## config.mk

```make
export PLATFORM = sky130hd
export DESIGN_NAME = adaptive_binary_arithmetic_encoder
export DESIGN_NICKNAME = d
export VERILOG_FILES = /design/src/hdl/abae_pkg.sv /design/src/hdl/abae_ram.sv /design/src/hdl/abae_divider.sv /design/src/hdl/adaptive_binary_arithmetic_encoder.sv
export SDC_FILE = /design/constraint.sdc
export NUM_CORES = 2
export LEC_CHECK = 0
export ABC_AREA = 1
export BUFFER_PORTS_ARGS = -buffer_cell sky130_fd_sc_hd__buf_2
export CAP_MARGIN = 20
export CORE_MARGIN = 3
export CORE_UTILIZATION = 30
export CTS_CLUSTER_DIAMETER = 120
export DETAILED_ROUTE_END_ITERATION = 12
export GPL_ROUTABILITY_DRIVEN = 1
export GPL_TIMING_DRIVEN = 1
export PLACE_DENSITY = 0.56
export SYNTH_ARGS = -nofsm -noshare
export SYNTH_HDL_FRONTEND = slang
export SYNTH_SLANG_ARGS = --single-unit
```

## constraint.sdc

```tcl
create_clock -name clk_i -period 31 [get_ports clk_i]
set_clock_uncertainty 0.2 [all_clocks]
set_input_delay 1.55 -clock clk_i [delete_from_list [all_inputs] [get_ports clk_i]]
set_output_delay 1.55 -clock clk_i [all_outputs]
set_load 0.01 [all_outputs]
```

## src/hdl/abae_pkg.sv

```systemverilog
// Package with shared types and constants for the adaptive binary arithmetic encoder.
`timescale 1ns / 1ps
`default_nettype none
package abae_pkg;

  localparam int unsigned CountW = 8;
  localparam int unsigned SpaceW = 25;
  localparam int unsigned LowW   = 32;
  localparam int unsigned QuotW  = 8;
  localparam int unsigned DivW   = 16;
  localparam logic [7:0] SplitScale = 8'd175;
  localparam logic [LowW-1:0] LowMask = 32'h00ff_ffff;
  localparam logic [SpaceW-1:0] SpaceReset = 25'd255;
  localparam logic [SpaceW-1:0] RenormLimit = 25'd128;
  localparam logic [4:0] ShiftReset = 5'd24;
  localparam logic [4:0] ShiftByte = 5'd8;

  typedef enum logic [3:0] {
    ST_CLEAR,
    ST_IDLE,
    ST_READ,
    ST_SETUP,
    ST_DIVIDE,
    ST_APPLY,
    ST_RENORM,
    ST_EMIT,
    ST_FLUSH,
    ST_DRAIN
  } state_e;

  // Request and result of the shared divider.
  typedef struct packed {
    logic            start;
    logic [DivW-1:0] dividend;
    logic [8:0]      divisor;
  } div_req_t;

  typedef struct packed {
    logic             done;
    logic [QuotW-1:0] quotient;
  } div_rsp_t;

endpackage
`default_nettype wire

```

## src/hdl/abae_ram.sv

```systemverilog
// Generic single-port RAM with registered read data.
`timescale 1ns / 1ps
`default_nettype none
module abae_ram #(
  parameter int unsigned Width = 16,
  parameter int unsigned Depth = 256
) (
  input  wire logic                     clk_i,
  input  wire logic                     we_i,
  input  wire logic [$clog2(Depth)-1:0] addr_i,
  input  wire logic [Width-1:0]         wdata_i,
  output logic      [Width-1:0]         rdata_o
);

  logic [Width-1:0] mem_q [Depth];

  // Up to one write and one read per cycle, at the same address; the read returns the old data.
  always_ff @(posedge clk_i) begin
    if (we_i) begin
      mem_q[addr_i] <= wdata_i;
    end
    rdata_o <= mem_q[addr_i];
  end

endmodule
`default_nettype wire

```

## src/hdl/abae_divider.sv

```systemverilog
// Restoring divider that yields one quotient bit per cycle.
`timescale 1ns / 1ps
`default_nettype none
module abae_divider (
  input  wire logic               clk_i,
  input  wire logic               rst_ni,
  input  wire abae_pkg::div_req_t req_i,
  output abae_pkg::div_rsp_t      rsp_o
);
  import abae_pkg::*;

  // Dividend is at most 175*256, quotient below 175 fits eight bits.
  logic [DivW-1:0]  rem_q, rem_d;
  logic [QuotW-1:0] quot_q, quot_d;
  logic [8:0]       dsr_q, dsr_d;
  logic [3:0]       cnt_q, cnt_d;
  logic             busy_q, busy_d, done_q, done_d;
  logic [DivW:0]    trial;
  logic [DivW:0]    shifted;

  // One shift and subtract per cycle, quotient bit 7 first.
  always_comb begin
    rem_d   = rem_q;
    quot_d  = quot_q;
    dsr_d   = dsr_q;
    cnt_d   = cnt_q;
    busy_d  = busy_q;
    done_d  = 1'b0;
    shifted = {{(DivW-8){1'b0}}, dsr_q} << cnt_q[2:0];
    trial   = {1'b0, rem_q} - shifted;
    if (req_i.start) begin
      rem_d  = req_i.dividend;
      dsr_d  = req_i.divisor;
      quot_d = '0;
      cnt_d  = 4'd7;
      busy_d = 1'b1;
    end else if (busy_q) begin
      if (!trial[DivW]) begin
        rem_d = trial[DivW-1:0];
      end
      quot_d = {quot_q[QuotW-2:0], ~trial[DivW]};
      if (cnt_q == 4'd0) begin
        busy_d = 1'b0;
        done_d = 1'b1;
      end else begin
        cnt_d = cnt_q - 4'd1;
      end
    end
  end

  always_ff @(posedge clk_i or negedge rst_ni) begin
    if (!rst_ni) begin
      busy_q <= 1'b0;
      done_q <= 1'b0;
      cnt_q  <= '0;
    end else begin
      busy_q <= busy_d;
      done_q <= done_d;
      cnt_q  <= cnt_d;
    end
  end

  always_ff @(posedge clk_i) begin
    rem_q  <= rem_d;
    quot_q <= quot_d;
    dsr_q  <= dsr_d;
  end

  assign rsp_o.done     = done_q;
  assign rsp_o.quotient = quot_q;

endmodule
`default_nettype wire

```

## src/hdl/adaptive_binary_arithmetic_encoder.sv

```systemverilog
// Top level of the adaptive binary arithmetic encoder with its sequencer.
// Sequence: after reset a sweep clears all 256 count entries; then per bit a count read,
// divider setup, the quotient, update and renormalize check, with a further renormalize step per doubling.
// A new source word is taken only in idle, once the last one is done; a final word adds four flush words.
// Each coded word is held until the next one shows whether it ends the item; output stalls delay it.
// Reset: counts cleared by a sweep over all 256 entries, range 255, low 0, shift count 24.
`timescale 1ns / 1ps
`default_nettype none
module adaptive_binary_arithmetic_encoder (
  input  wire logic       clk_i,
  input  wire logic       rst_ni,
  input  wire logic       in_valid_i,
  output logic            in_stall_o,
  input  wire logic [7:0] source_byte_i,
  input  wire logic       final_byte_i,
  output logic            out_valid_o,
  input  wire logic       out_stall_i,
  output logic [7:0]      coded_byte_o,
  output logic            last_of_run_o
);
  import abae_pkg::*;

  state_e state_q, state_d;

  logic [7:0]        src_q, src_d;
  logic              fin_q, fin_d;
  logic [2:0]        bit_q, bit_d;
  logic [7:0]        node_q, node_d;
  logic [3:0]        coded_q, coded_d;
  logic [SpaceW-1:0] space_q, space_d;
  logic [LowW-1:0]   low_q, low_d;
  logic [4:0]        shift_q, shift_d;
  logic [7:0]        z_q, z_d, o_q, o_d;
  logic [1:0]        fidx_q, fidx_d;
  logic [LowW-1:0]   fval_q, fval_d;
  logic [8:0]        clr_q, clr_d;
  logic [7:0]        ob_q, ob_d;
  logic              ol_q, ol_d, ov_q, ov_d;
  logic              pend_q, pend_d;
  logic [7:0]        hb_q, hb_d;

  logic        ram_we;
  logic [7:0]  ram_addr;
  logic [15:0] ram_wdata, ram_rdata;
  div_req_t    dreq;
  div_rsp_t    drsp;

  abae_ram #(.Width(16), .Depth(256)) u_counts (
    .clk_i   (clk_i),
    .we_i    (ram_we),
    .addr_i  (ram_addr),
    .wdata_i (ram_wdata),
    .rdata_o (ram_rdata)
  );

  abae_divider u_div (
    .clk_i  (clk_i),
    .rst_ni (rst_ni),
    .req_i  (dreq),
    .rsp_o  (drsp)
  );

  logic             cur_bit, lps, zmin;
  logic [7:0]       nmin;
  logic [QuotW-1:0] m;
  logic [LowW-1:0]  low_sh;
  logic [SpaceW-1:0] lim;
  logic [2:0]       ks;
  logic [3:0]       svec;
  logic             out_free;

  assign cur_bit  = src_q[bit_q];
  assign zmin     = z_q < o_q;
  assign lps      = ~zmin;
  assign nmin     = (ram_rdata[15:8] < ram_rdata[7:0]) ? ram_rdata[15:8] : ram_rdata[7:0];
  assign m        = (drsp.quotient == '0) ? 8'd1 : drsp.quotient;
  assign low_sh   = {low_q[LowW-2:0], 1'b0};
  assign lim      = SpaceW'(LowMask - {8'd0, low_sh[23:0]});
  assign ks       = shift_q[2:0];
  assign svec     = (ks == 3'd0) ? 4'd8 : {1'b0, ks};
  assign out_free = !ov_q || !out_stall_i;

  // Divider request for the split width, taken from the counts as they are read.
  always_comb begin
    dreq.start    = (state_q == ST_SETUP);
    dreq.dividend = DivW'(SplitScale) * (DivW'(nmin) + 16'd1);
    dreq.divisor  = 9'(ram_rdata[15:8]) + 9'(ram_rdata[7:0]) + 9'd2;
  end

  // Next state.
  always_comb begin
    state_d = state_q;
    case (state_q)
      ST_CLEAR:  if (clr_q == 9'd255) state_d = ST_IDLE;
      ST_IDLE:   if (in_valid_i) state_d = ST_READ;
      ST_READ:   state_d = ST_SETUP;
      ST_SETUP:  state_d = ST_DIVIDE;
      ST_DIVIDE: if (drsp.done) state_d = ST_APPLY;
      ST_APPLY:  state_d = ST_RENORM;
      ST_RENORM: begin
        if (space_q >= RenormLimit) begin
          if (bit_q != 3'd0) state_d = ST_READ;
          else if (fin_q) state_d = ST_FLUSH;
          else state_d = ST_DRAIN;
        end else if (shift_q == 5'd1) begin
          state_d = ST_EMIT;
        end
      end
      ST_EMIT:   if (out_free || !pend_q || coded_q == 4'd8) state_d = ST_RENORM;
      ST_FLUSH:  if (out_free && !pend_q && fidx_q == 2'd3) state_d = ST_DRAIN;
      ST_DRAIN:  if (out_free || !pend_q) state_d = ST_IDLE;
      default:   state_d = ST_IDLE;
    endcase
  end

  // Datapath and output register.
  always_comb begin
    src_d = src_q; fin_d = fin_q; bit_d = bit_q; node_d = node_q;
    coded_d = coded_q; space_d = space_q; low_d = low_q; shift_d = shift_q;
    z_d = z_q; o_d = o_q; fidx_d = fidx_q; fval_d = fval_q; clr_d = clr_q;
    ob_d = ob_q; ol_d = ol_q; ov_d = ov_q; pend_d = pend_q; hb_d = hb_q;
    ram_we = 1'b0; ram_addr = node_q; ram_wdata = {z_q, o_q};
    in_stall_o = 1'b1;
    if (ov_q && !out_stall_i) ov_d = 1'b0;
    case (state_q)
      ST_CLEAR: begin
        ram_we = 1'b1; ram_addr = clr_q[7:0]; ram_wdata = '0;
        clr_d = clr_q + 9'd1;
      end
      ST_IDLE: begin
        in_stall_o = 1'b0;
        if (in_valid_i) begin
          src_d = source_byte_i; fin_d = final_byte_i;
          bit_d = 3'd7; node_d = 8'd1; coded_d = '0; pend_d = 1'b0;
        end
      end
      ST_SETUP: begin
        z_d = ram_rdata[15:8]; o_d = ram_rdata[7:0];
      end
      ST_APPLY: begin
        if (cur_bit == lps) begin
          low_d = low_q + 32'(space_q - 25'(m));
          space_d = 25'(m);
        end else begin
          space_d = space_q - 25'(m);
        end
        if (!cur_bit) begin
          if (z_q == 8'd255) begin z_d = 8'd127; o_d = o_q >> 1; end
          else z_d = z_q + 8'd1;
        end else begin
          if (o_q == 8'd255) begin o_d = 8'd127; z_d = z_q >> 1; end
          else o_d = o_q + 8'd1;
        end
        node_d = {node_q[6:0], cur_bit};
        // Write back the counts of the node just coded.
        ram_we = 1'b1; ram_addr = node_q; ram_wdata = {z_d, o_d};
      end
      ST_RENORM: begin
        if (state_d == ST_READ) bit_d = bit_q - 3'd1;
        if (space_q < RenormLimit && shift_q != 5'd1) begin
          space_d = space_q << 1; low_d = low_sh; shift_d = shift_q - 5'd1;
        end
        fidx_d = '0;
        fval_d = low_q << svec;
      end
      ST_EMIT: begin
        if (coded_q == 4'd8 || !pend_q || out_free) begin
          if (coded_q != 4'd8) begin
            // The held word leaves now that another one follows it.
            if (pend_q) begin
              ov_d = 1'b1; ob_d = hb_q; ol_d = 1'b0;
            end
            hb_d = low_sh[31:24]; pend_d = 1'b1; coded_d = coded_q + 4'd1;
          end
          space_d = ((space_q << 1) > lim) ? lim : (space_q << 1);
          if (space_d == '0) space_d = 25'd1;
          low_d = low_sh & LowMask; shift_d = ShiftByte;
        end
      end
      ST_FLUSH: begin
        if (out_free) begin
          ov_d = 1'b1;
          if (pend_q) begin
            ob_d = hb_q; ol_d = 1'b0; pend_d = 1'b0;
          end else begin
            ob_d = fval_q[31:24]; ol_d = (fidx_q == 2'd3);
            fval_d = fval_q << 8; fidx_d = fidx_q + 2'd1;
            if (fidx_q == 2'd3) begin
              space_d = SpaceReset; low_d = '0; shift_d = ShiftReset;
            end
          end
        end
      end
      ST_DRAIN: begin
        // The held word is the last coded word of this item.
        if (out_free && pend_q) begin
          ov_d = 1'b1; ob_d = hb_q; ol_d = 1'b1; pend_d = 1'b0;
        end
      end
      default: ;
    endcase
  end

  always_ff @(posedge clk_i or negedge rst_ni) begin
    if (!rst_ni) begin
      state_q <= ST_CLEAR; clr_q <= '0; ov_q <= 1'b0; pend_q <= 1'b0;
      space_q <= SpaceReset; low_q <= '0; shift_q <= ShiftReset;
    end else begin
      state_q <= state_d; clr_q <= clr_d; ov_q <= ov_d; pend_q <= pend_d;
      space_q <= space_d; low_q <= low_d; shift_q <= shift_d;
    end
  end

  always_ff @(posedge clk_i) begin
    src_q <= src_d; fin_q <= fin_d; bit_q <= bit_d; node_q <= node_d;
    coded_q <= coded_d; z_q <= z_d; o_q <= o_d; fidx_q <= fidx_d;
    fval_q <= fval_d; ob_q <= ob_d; ol_q <= ol_d; hb_q <= hb_d;
  end

  assign out_valid_o   = ov_q;
  assign coded_byte_o  = ob_q;
  assign last_of_run_o = ol_q;

endmodule
`default_nettype wire

```

==> flow_metrics.env <==
export IMPL_outcome="completed"
export IMPL_gp_congestion=0.8710
export IMPL_drtAntennaViolNets=0
export IMPL_finalCritPeriodShare_pct=23.41
export IMPL_postCtsSetupBuffers=0
export IMPL_cts_buffers=445
export IMPL_grt_use_total_pct=17.46
export IMPL_rows=279
export IMPL_core_area_um2=578100
export IMPL_synth_ff_type="edfxtp_1"
export IMPL_grt_pass1_vias=105900
export IMPL_syn_to_final_growth_pct=14.46
export IMPL_grt_pass1_wl_um=769400
export IMPL_synth_fp_nets=13980
export IMPL_cts_tree="yes"
export IMPL_dieArea_um2=590300
export IMPL_cts_sinks=4319
export IMPL_synth_top_area_share_pct=72.55
export IMPL_synth_edff_count=4212
export IMPL_die_y_um=768.3
export IMPL_hold_start="u_div.cnt_q[3]"
export IMPL_cpPeakStageDelay_ps=640
export IMPL_synth_area_leaders="edfxtp_1, nand2_1, a22oi_1"
export IMPL_async_reset_ff_share_pct=1.922
export IMPL_critPathArrivalTime_ps=7760
export IMPL_netlist_area_um2=174300
export IMPL_cpLargestDelayFamily="adder cells"
export IMPL_min_period_ps=7256
export IMPL_yosysSeqAreaShare_pct=74.02
export IMPL_clk_pin_slew_worst_paths_ps=60
export IMPL_io_pins=24
export IMPL_endpoint_kind="flip-flop"
export IMPL_tightest_slew_ps=1455
export IMPL_max_slew_margin_pct=3.005
export IMPL_cp_max_fo=13
export IMPL_wirelength_um=535500
export IMPL_min_path_type="flip-flop to flip-flop"
export IMPL_drcViolationCount=0
export IMPL_ctsHoldBuffers=0
export IMPL_worst_path_buf_inv=4
export IMPL_hold_violations=0
export IMPL_antenna_found_initial=31
export IMPL_setup_viol_count_final=0
export IMPL_gr_total_overflow=0
export IMPL_fin_tns_setup_ps=0
export IMPL_nets=14230
export IMPL_final_layout_size_suffix_gt1_share_pct=8.601
export IMPL_worstPathRequired_ps=31510
export IMPL_grt_max_degree=194
export IMPL_die_w_um=768.3
export IMPL_critical_path_class="flip-flop to flip-flop"
export IMPL_synth_distinct_cells=67
export IMPL_place_hpwl_um=314600
export IMPL_maxCapViolCount=0
export IMPL_ctsResizeCount=0
export IMPL_insertion_delay_ps=1070
export IMPL_synth_seq_cells=4319
export IMPL_drtIter0Drc=13550
export IMPL_syn_instance_count=13770
export IMPL_htree_levels=5
export IMPL_r2r_start="u_counts.rdata_o[2]"
export IMPL_yosysTopAreaCell="edfxtp_1"
export IMPL_rsz0062_at_grt="false"
export IMPL_num_vias=111400
export IMPL_clockBufferDepth=4
export IMPL_cp_start_kind="flip-flop"
export IMPL_slew_violations=0
export IMPL_syn_area_per_cell_um2=12.66
export IMPL_ys_warn_count=0
export IMPL_viasPerCell=5.035
export IMPL_numPortBuffers=23
export IMPL_startpoint="u_counts.rdata_o[2]"
export IMPL_worst_path_max_delay_cell="o21ai_0"
export IMPL_cts_root_buf="clkbuf_16"
export IMPL_post_drt_wl_per_cell_um=24.20
export IMPL_initial_core_util_pct=30.16
export IMPL_drtPass1Iterations=6
export IMPL_fmax_ghz=0.1378
[sequential cells by signal (all words and copies together), names as in the netlist, 2 cells and up]
| register | cells |
|---|---|
| low_q | 32 |
| u_div.cnt_q | 4 |
| hb_q | 8 |
| clr_q | 9 |
| bit_q | 3 |
| fidx_q | 2 |
| coded_byte_o | 8 |
| u_div.rem_q | 16 |
| state_q | 4 |
| fval_q | 32 |
| u_div.dsr_q | 9 |
| u_counts.mem_q | 4096 |
| shift_q | 5 |
| u_div.quot_q | 8 |
| o_q | 8 |
| src_q | 8 |
| z_q | 8 |
| u_counts.rdata_o | 16 |
| node_q | 8 |
| coded_q | 4 |
| space_q | 25 |
[layout by cell type (no fill, tap or decap), types with 16 or more instances in the layout]
| cell | count |
|---|---|
| nor2_2 | 29 |
| buf_12 | 29 |
| fa_1 | 27 |
| clkinvlp_4 | 16 |
| o21ai_4 | 17 |
| o22ai_1 | 32 |
| edfxtp_1 | 4212 |
| o21ai_1 | 56 |
| dfrtp_1 | 73 |
| dfxtp_1 | 24 |
| a21oi_1 | 179 |
| nand3_1 | 96 |
| nand4_1 | 570 |
| nor2_1 | 845 |
| nor3_1 | 31 |
| buf_2 | 22 |
| clkinv_1 | 118 |
| a31oi_1 | 16 |
| o21ai_0 | 291 |
| bufinv_16 | 30 |
| buf_4 | 439 |
| inv_2 | 18 |
| clkbuf_16 | 450 |
| xor2_1 | 56 |
| clkbuf_1 | 109 |
| a22oi_1 | 1005 |
| inv_1 | 365 |
| xnor2_1 | 28 |
| clkinv_2 | 67 |
| ha_1 | 166 |
| nand2_1 | 4737 |
[cells by family after synthesis]
logic type	synth area share [%]
compound gates	6.575
xor+xnor	0.4313
fa+ha+maj	1.501
buf+inv	2.637
flops	74.02
mux	0.08110
simple gates	14.75
[per-stage QoR]
step	hold WS (ps)	util (%)	cell area [µm²]	std cells	setup WS (ps)
3_5_place_dp	264.0	32.07	185400	21300	23850
6_report	281.3	34.52	199600	22130	23740
5_1_grt	304.1	34.52	199500	22120	23240
3_3_place_gp	255.3	32.03	185100	21280	23810
4_1_cts	279.5	34.51	199500	22120	23840
2_1_floorplan	234.8	-	174300	13770	17070
[worst reg2reg max path, delay by kind of cell, from the launching register on]
family                   cells  cell delay (ps)
flip-flops                   1              370
buffers and inverters        4              400
AND/OR/NAND/NOR              8             1290
XOR/XNOR                     1              290
AO/OA/AOI/OAI                9             1970
adder cells (fa/ha/maj)      6             2470
[layout make-up]
type	instances	area [µm²]
Clock buffer	561	11700
Sequential cell	4319	129100
Clock inverter	259	2425
Timing Repair Buffer	502	4160
Tap cell	7727	9668
Inverter	389	1460
Antenna cell	7	17.52
Fill cell	56340	378500
Multi-Input combinational cell	8364	41070
[layer usage]
layer | track usage [%] | share of wire [%] | up-vias
li1 | - | - | 49980
met1 | 24.27 | 42 | 55920
met2 | 27.79 | 46 | 4674
met3 | 2.569 | 8.1 | 825
met4 | 6.471 | 4.1 | 14
met5 | 0 | 0.016 | -
[synthesized netlist by cell type (10+ instances only)]
master and number:
nand2_1 4744, edfxtp_1 4212, a22oi_1 1005, nor2_1 865
nand4_1 570, buf_2 371, inv_1 366, o21ai_0 309
clkbuf_1 262, a21oi_1 179, ha_1 166, nand3_1 101
dfrtp_1 73, buf_1 56, xor2_1 56, o21ai_1 55
o22ai_1 32, nor3_1 31, xnor2_1 28, fa_1 27
dfxtp_1 24, inv_2 17, a31oi_1 16, nor2_2 15
o22a_1 14, dfstp_2 10, o21a_1 10
[worst paths after layout]
path                                   end  slack (ps)  cells past startpoint
min reg2reg                 u_div.cnt_q[3]         280                      1
max                        u_div.rem_q[14]       23740                     28
min in group asynchronous       shift_q[0]         390                      1
min                         u_div.cnt_q[3]         280                      1
max reg2reg                u_div.rem_q[14]       23740                     28
max in group asynchronous   u_div.cnt_q[2]       29110                      2
Power is left out: the tool's default activity adds up to more than one toggle a clock period on the data nets, which glitch-free logic cannot reach.
